--- config.mk ---
export PLATFORM = sky130hd
export DESIGN_NAME = c8080_ctrl
export DESIGN_NICKNAME = d
export VERILOG_FILES = /design/src/rtl/core/c8080_pkg.sv /design/src/rtl/core/c8080_ctrl.sv
export SDC_FILE = /design/constraint.sdc
export NUM_CORES = 1
export LEC_CHECK = 0
export ABC_AREA = 1
export BUFFER_PORTS_ARGS = -buffer_cell sky130_fd_sc_hd__clkbuf_2
export CORE_AREA = 2 2 40 42
export DETAILED_ROUTE_END_ITERATION = 10
export DIE_AREA = 0 0 42 44
export PLACE_DENSITY_LB_ADDON = 0.2
export SYNTH_ARGS = -nofsm -noshare
export SYNTH_HDL_FRONTEND = slang
export SYNTH_SLANG_ARGS = --single-unit
--- constraint.sdc ---
create_clock -name i_clk -period 1.3 [get_ports i_clk]
set_input_delay 0.195 -clock i_clk [delete_from_list [all_inputs] [get_ports i_clk]]
set_output_delay 0.195 -clock i_clk [all_outputs]
set_load 0.05 [all_outputs]
--- src/rtl/core/c8080_pkg.sv ---
// Shared types and constants for the 8080 subset execute core.
package c8080_pkg;
    localparam int unsigned MemWords = 65536;
    localparam int unsigned AddrW = $clog2(MemWords);
    localparam logic [15:0] RomLimitRst = 16'h2000;
    localparam logic [16:0] RamLimitRst = 17'h04000;

    localparam logic [1:0] ST_EXEC = 2'd0;
    localparam logic [1:0] ST_REFUSED = 2'd1;
    localparam logic [1:0] ST_HALT = 2'd2;
    localparam logic [1:0] ST_LOADED = 2'd3;

    localparam logic [1:0] ADDR_ROM_LIMIT = 2'd0;
    localparam logic [1:0] ADDR_RAM_LIMIT = 2'd1;

    typedef struct packed {
        logic [0:0] mode;
        logic [15:0] load_address;
        logic [7:0] load_byte;
    } t_req;

    typedef struct packed {
        logic [1:0] status;
        logic [7:0] opcode_seen;
        logic [15:0] next_pc;
        logic [7:0] accumulator;
        logic [7:0] flag_byte;
        logic [15:0] pair_bc;
        logic [15:0] pair_de;
        logic [15:0] pair_hl;
        logic [15:0] stack_pointer;
    } t_rsp;

    // memory access kinds issued by the controller
    typedef enum logic [2:0] {
        MA_NONE, MA_OP, MA_B1, MA_B2, MA_DATA, MA_DATA2, MA_LOAD
    } t_macc;

    typedef struct packed {
        t_macc acc;
        logic  exec_wr;
        logic  wr2;
        logic  finish;
        logic  start;
    } t_cmd;

    typedef struct packed {
        logic       halted;
        logic       is_load;
        logic       unknown;
        logic       need_wr2;
    } t_sts;

    function automatic logic parity_even(input logic [7:0] v);
        return ~^v;
    endfunction
endpackage

--- src/rtl/core/c8080_ctrl.sv ---
// Sequencer that steps one request through its memory accesses.
module c8080_ctrl (
    input  logic             i_clk,
    input  logic             i_rst_n,
    input  logic             i_in_valid,
    output logic             o_in_ready,
    input  logic             i_out_free,
    input  c8080_pkg::t_sts  i_sts,
    output c8080_pkg::t_cmd  o_cmd
);
    import c8080_pkg::*;

    typedef enum logic [8:0] {
        S_IDLE = 9'b0_0000_0001,
        S_OP   = 9'b0_0000_0010,
        S_B1   = 9'b0_0000_0100,
        S_B2   = 9'b0_0000_1000,
        S_RD   = 9'b0_0001_0000,
        S_RD2  = 9'b0_0010_0000,
        S_WR   = 9'b0_0100_0000,
        S_WR2  = 9'b0_1000_0000,
        S_DONE = 9'b1_0000_0000
    } t_state;

    t_state r_state, n_state;

    assign o_in_ready = (r_state == S_IDLE);

    always_comb begin
        n_state = r_state;
        o_cmd = '0;
        o_cmd.acc = MA_NONE;
        unique case (r_state)
            S_IDLE: begin
                if (i_in_valid) begin
                    o_cmd.start = 1'b1;
                    n_state = S_OP;
                end
            end
            S_OP: begin
                if (i_sts.is_load) begin
                    o_cmd.acc = MA_LOAD;
                    n_state = S_DONE;
                end else if (i_sts.halted) begin
                    n_state = S_DONE;
                end else begin
                    o_cmd.acc = MA_OP;
                    n_state = S_B1;
                end
            end
            S_B1: begin
                if (i_sts.unknown) begin
                    n_state = S_DONE;
                end else begin
                    o_cmd.acc = MA_B1;
                    n_state = S_B2;
                end
            end
            S_B2: begin
                o_cmd.acc = MA_B2;
                n_state = S_RD;
            end
            S_RD: begin
                o_cmd.acc = MA_DATA;
                n_state = S_RD2;
            end
            S_RD2: begin
                o_cmd.acc = MA_DATA2;
                n_state = S_WR;
            end
            S_WR: begin
                o_cmd.exec_wr = 1'b1;
                n_state = i_sts.need_wr2 ? S_WR2 : S_DONE;
            end
            S_WR2: begin
                o_cmd.wr2 = 1'b1;
                n_state = S_DONE;
            end
            S_DONE: begin
                if (i_out_free) begin
                    o_cmd.finish = 1'b1;
                    n_state = S_IDLE;
                end
            end
            default: n_state = S_IDLE;
        endcase
    end

    always_ff @(posedge i_clk) begin
        if (!i_rst_n) r_state <= S_IDLE;
        else r_state <= n_state;
    end
endmodule

==> results of run 1 <==
==> layer usage <==
layer | GRT overflow | GRT usage, %
met2 | 2 | 78.4
met4 | 2 | 61.3
met5 | 0 | 0
met1 | 0 | 53.3
met3 | 0 | 20.8
==> what timing repair did <==
action / 4_1_cts
resized for setup: 43
setup endpoints to repair: 11
cloned: 0
setup buffers: 10
pin swaps: 9
==> cell usage after synthesis <==
| library cell | instances |
|---|---|
| nand2_1 | 19 |
| inv_2 | 2 |
| nor3_1 | 3 |
| nor2_4 | 1 |
| o21ai_2 | 1 |
| dfxtp_1 | 9 |
| nand3_2 | 2 |
| nand2_4 | 1 |
| nor4_2 | 1 |
| nand3_1 | 14 |
| clkinv_4 | 1 |
| nand3b_1 | 1 |
| nand4_1 | 3 |
| nand2_2 | 3 |
| nor4_1 | 1 |
| inv_1 | 26 |
| nor2_1 | 20 |
| nor2_2 | 2 |
| a21oi_1 | 2 |
==> logic make-up after synthesis <==
family                 count (synthesis)  synth area share, %
buffers and inverters                 29                 17.2
flip-flops                             9                 27.2
AO/OA/AOI/OAI                          3                 2.83
AND/OR/NAND/NOR                       71                 52.8
==> through the flow <==
step / TNS, ps / cells
4_1_cts: -2180 / 179
2_1_floorplan: -155 / 112
3_3_place_gp: -611 / 165
3_5_place_dp: -813 / 165
==> impl_results.md, run 1 <==
- Stage at which the flow ended: 5_1_grt
- Worst endpoint kind after the last repair: output port
- Level count of the clock H-tree: 1
- Cell at the root of the clock tree: clkbuf_4
- Total CTS buffers: 3
- Post-synth cell types: 19
- Standard cell area after detailed placement: 1010 sq um
- Half-perimeter wire length after placement: 1.42 mm
- Average instance area after synthesis: 5.92 sq um
- Total grt overflow: 4
- Final weighted congestion in routability-driven placement: 0.831
- Post-place setup slack: -141 ps
- First error: [ERROR GRT-0232] Routing congestion too high. Check the congestion heatmap in the GUI.
- Initial core utilization: 46.7%
- Sequential share of the synthesized area: 27.2%
- GRT worst endpoint: o_cmd[4]
- Largest cells by area after synthesis: dfxtp_1 27%, inv_1 15%, nor2_1 11%
- Dominant cell type by area after synthesis: dfxtp_1
- Synth Register Bits: 9
- Number of clock sinks: 9
- Fraction of post-synthesis cell area in the top cell type by area: 27.2%
- Cell Area, Synth: 663 sq um
- Synthesis warning total: 0
- Largest buffer count on any clock path: 2
- Post-Synthesis Net Count: 120
- Aggregate global-route resource usage: 53.0%
- Result of the run: stopped before the end
- Buffers on Ports: 15
- Top-level I/O count: 16
- Number of buffers added to fix hold violations after cts: 0
- FP Rows: 14
- Horiz. Die Dim: 42 microns
- Cells after Synth: 112
- Height of the die: 44 microns
- Pin count of the biggest net entering global routing: 7
==> run 2: changes to the inputs <==
--- a/config.mk
+++ b/config.mk
@@ -7,10 +7,10 @@
 export LEC_CHECK = 0
 export ABC_AREA = 1
 export BUFFER_PORTS_ARGS = -buffer_cell sky130_fd_sc_hd__clkbuf_2
-export CORE_AREA = 2 2 40 42
+export CORE_AREA = 2 2 63 65
 export DETAILED_ROUTE_END_ITERATION = 10
-export DIE_AREA = 0 0 42 44
-export PLACE_DENSITY_LB_ADDON = 0.2
+export DIE_AREA = 0 0 65 67
+export PLACE_DENSITY_LB_ADDON = 0.15
 export SYNTH_ARGS = -nofsm -noshare
 export SYNTH_HDL_FRONTEND = slang
 export SYNTH_SLANG_ARGS = --single-unit
==> run 2 against run 1 <==
The flow now finishes, with violations (setup timing). Synthesized area is the same. Synthesized cell count unchanged.
==> impl_results.md, run 2 <==
- Synth cell count leaders: 26 x inv_1, 20 x nor2_1, 19 x nand2_1
- Routed via count: 931
- Level count of the clock H-tree: 1 (unchanged)
- Worst setup path category: reg -> out
- Worst voltage drop across the vdd grid: 0.000235 V
- Routed length per placed instance: 11.0 microns
- Sequential share of the synthesized area: 27.2% (unchanged)
- Fraction of final layout cells with drive strength greater than 1: 72.3%
- First-pass GRT wire length: 4.15 mm
- Psw: 327 uW
- Flip-flop count of the largest register, all copies and words added: 9
- Clock period minus final worst setup slack: 1630 ps
- Register-to-register setup slack: -240 ps
- Number of cells traversed by the worst register-to-register path: 12
- Setup Viol. Count Final: 12
- Sequential cell fraction of total power: 29.5%
- Standard cell core area: 3610 sq um
- CP Data Arrival Time: 1440 ps
- Aggregate global-route resource usage: 12.7%
- Cell at the root of the clock tree: clkbuf_8
- Total grt overflow: 0
- Clock Latency Late Sink: 230 ps
- Top fanout value on the critical path: 3
- Largest register by flop count: r_state
- Post-Synthesis Net Count: 120 (unchanged)
- Most used flip-flop cell after synthesis: dfxtp_1
- Register clock-pin slew on the reported worst setup and hold paths: 40 ps
- Synthesis warning total: 0 (unchanged)
- Top-level I/O count: 16 (unchanged)
- Relative max-transition margin: 81.1%
- Remaining antenna violation count after routing: 0
- Largest buffer count on any clock path: 2 (unchanged)
- Die outline area: 4360 sq um
- Power after layout: 1.01 mW
- Average instance area after synthesis: 5.92 sq um (unchanged)
- Synth Register Bits: 9 (unchanged)
- Total CTS buffers: 3 (unchanged)
- Final Net Count: 186
- Part of the power in combinational logic: 38.4%
- Half-perimeter wire length after placement: 1.75 mm (+23%)
- TritonCTS clock tree: done
- EDFF count, synth: 0 (unchanged)
- Cell Area, Synth: 663 sq um (unchanged)
- Violated checks: setup timing
- MaxCap Viol Count: 0
- Finished layout cell area: 1560 sq um
- Fmax: 612 MHz
- Standard cell area after detailed placement: 1080 sq um (+6.9%)
- Detailed Routing Iterations Pass 1: 4
- Drt first-iter violations: 29
- Hold worst-path end: r_state[7]
- Endpoint type of the worst setup path: output port
- Cells after Synth: 112 (unchanged)
- FP Rows: 22 (+8)
- Fraction of post-synthesis cell area in the top cell type by area: 27.2% (unchanged)
- Hold depth: 3
- Routed WL: 2.47 mm
- Height of the die: 67 microns (+52%)
- Power density normalized to cell area: 647 nW/um^2
- Number of clock sinks: 9 (unchanged)
- Antenna violations before repair: 0
- Final period util: 126%
- Pin count of the biggest net entering global routing: 7
- Tightest Pin Transition: 283 ps
- Worst path required time: 1110 ps
- Most frequent standard cell in the layout excluding fill and tap cells: buf_4
- Start of the worst register-to-register path: r_state[8]
- Largest cells by area after synthesis: dfxtp_1 27%, inv_1 15%, nor2_1 11%
- Per-cell via count in the routed design: 4.14
- Internal power component: 683 uW
- Post-synth cell types: 19 (unchanged)
- Share of synthesized registers carrying an async set or reset: 0% (unchanged)
- Initial core utilization: 18.4% (-28 points)
- RSZ-0062 raised after global routing: true
- # fillers: 359
- Hold path startpoint: i_sts[0]
- Library cell with the highest instance count after synthesis: inv_1
- Clock Power Share: 32.1%
- Switching share of total power: 32.4%
- Leakage: 0.753 nW
- Number of pins with negative max-slew slack in the final report: 0
- Result of the run: finished, violations left
- Largest registers: r_state: 9 flops
- Dominant cell type by area after synthesis: dfxtp_1
- Most frequent cells in the layout: 33 x buf_4, 14 x inv_1, 12 x buf_6
- Worst setup slack after layout: -335 ps
- Vias in the first global route: 961
- Endpoint of the worst-slack reg-to-reg timing path: r_state[8]
- Area growth, synth to finish: 135%
- Buffers on Ports: 15 (unchanged)
- CP Launch Type: flip-flop
- Post-place setup slack: -207 ps (-65.6 ps)
- N_diodes: 0
- Horiz. Die Dim: 65 microns (+55%)
- DRC Markers: 0
- Final Hold Viols: 0
- Layout Skew: 1.37 ps
- Class of the worst hold path: in -> reg
- Final weighted congestion in routability-driven placement: 0.751 (-9.7%)
[run 2: power by group through the flow]
stage	combinational [mW]	sequential, mW	clock [mW]
2_1_floorplan	0.159	0.296	0
4_1_cts	0.342	0.297	0.335
3_3_place_gp	0.239	0.296	0
3_5_place_dp	0.237	0.297	0
5_1_grt	0.414	0.299	0.347
6_report	0.388	0.298	0.324
[run 2: cells by family (layout without fill, tap and decap cells)]
kind of cell | after synthesis | after routing | share of synthesized area (%)
DFF | 9 | 9 | 27.2
and+or+nand+nor | 71 | 71 | 52.8
buffers and inverters | 29 | 94 | 17.2
AOI/OAI and AO/OA | 3 | 3 | 2.83
[run 2: through the flow]
| stage | utilization [%] | TNS [ps] | std cells | hold slack (ps) |
|---|---|---|---|---|
| global route | 43.3 | -3170 | 225 | 214 |
| floorplan | - | -155 | 112 | 279 |
| detailed placement | 30.0 | -998 | 199 | 443 |
| CTS | 40.2 | -2320 | 219 | 203 |
| global placement | 30.0 | -1050 | 199 | 440 |
| finish | 43.3 | -2360 | 225 | 204 |
[run 2: area by class of cell]
| cell class | count | area (sq um) | share of cell area [%] |
|---|---|---|---|
| Timing Repair Buffer | 61 | 581 | 37.2 |
| Multi-Input combinational cell | 74 | 557 | 35.7 |
| Sequential cell | 9 | 195 | 12.5 |
| Inverter | 29 | 124 | 7.93 |
| Tap cell | 48 | 60.1 | 3.85 |
| Clock buffer | 4 | 45.0 | 2.88 |
[run 2: routing by layer]
metal | share of wire [%] | track usage [%] | vias to the layer above
li1 | - | - | 478
met1 | 42 | 14.4 | 421
met2 | 51 | 23.5 | 27
met3 | 4.5 | 1.18 | 5
met4 | 2.2 | 6.38 | 0
met5 | 0 | 0 | -
[run 2: how the worst max path moves through the flow]
stage | start | end
after detailed placement | r_state[3] | o_cmd[4]
after CTS | r_state[7] | o_cmd[1]
after global placement | r_state[3] | o_cmd[4]
after global routing | r_state[3] | o_cmd[5]
final | r_state[3] | o_cmd[5]
after floorplan | r_state[8] | o_cmd[5]
[run 2: critical path: stages (launching register included)]
cell	delay, ps
dfxtp_2	330
nor2_4	170
inv_2	90
nor2_4	110
nand2_2	80
inv_2	70
nand2_2	60
nand3b_1	140
buf_12	150
[run 2: timing repair]
| item | 4_1_cts | 5_1_grt |
|---|---|---|
| gates resized for setup | 55 | 24 |
| pin swaps | 18 | 15 |
| setup endpoints to repair | 13 | 14 |
| hold buffers | 0 | 0 |
| setup buffers | 19 | 8 |
(Power assumes the default switching activity.)
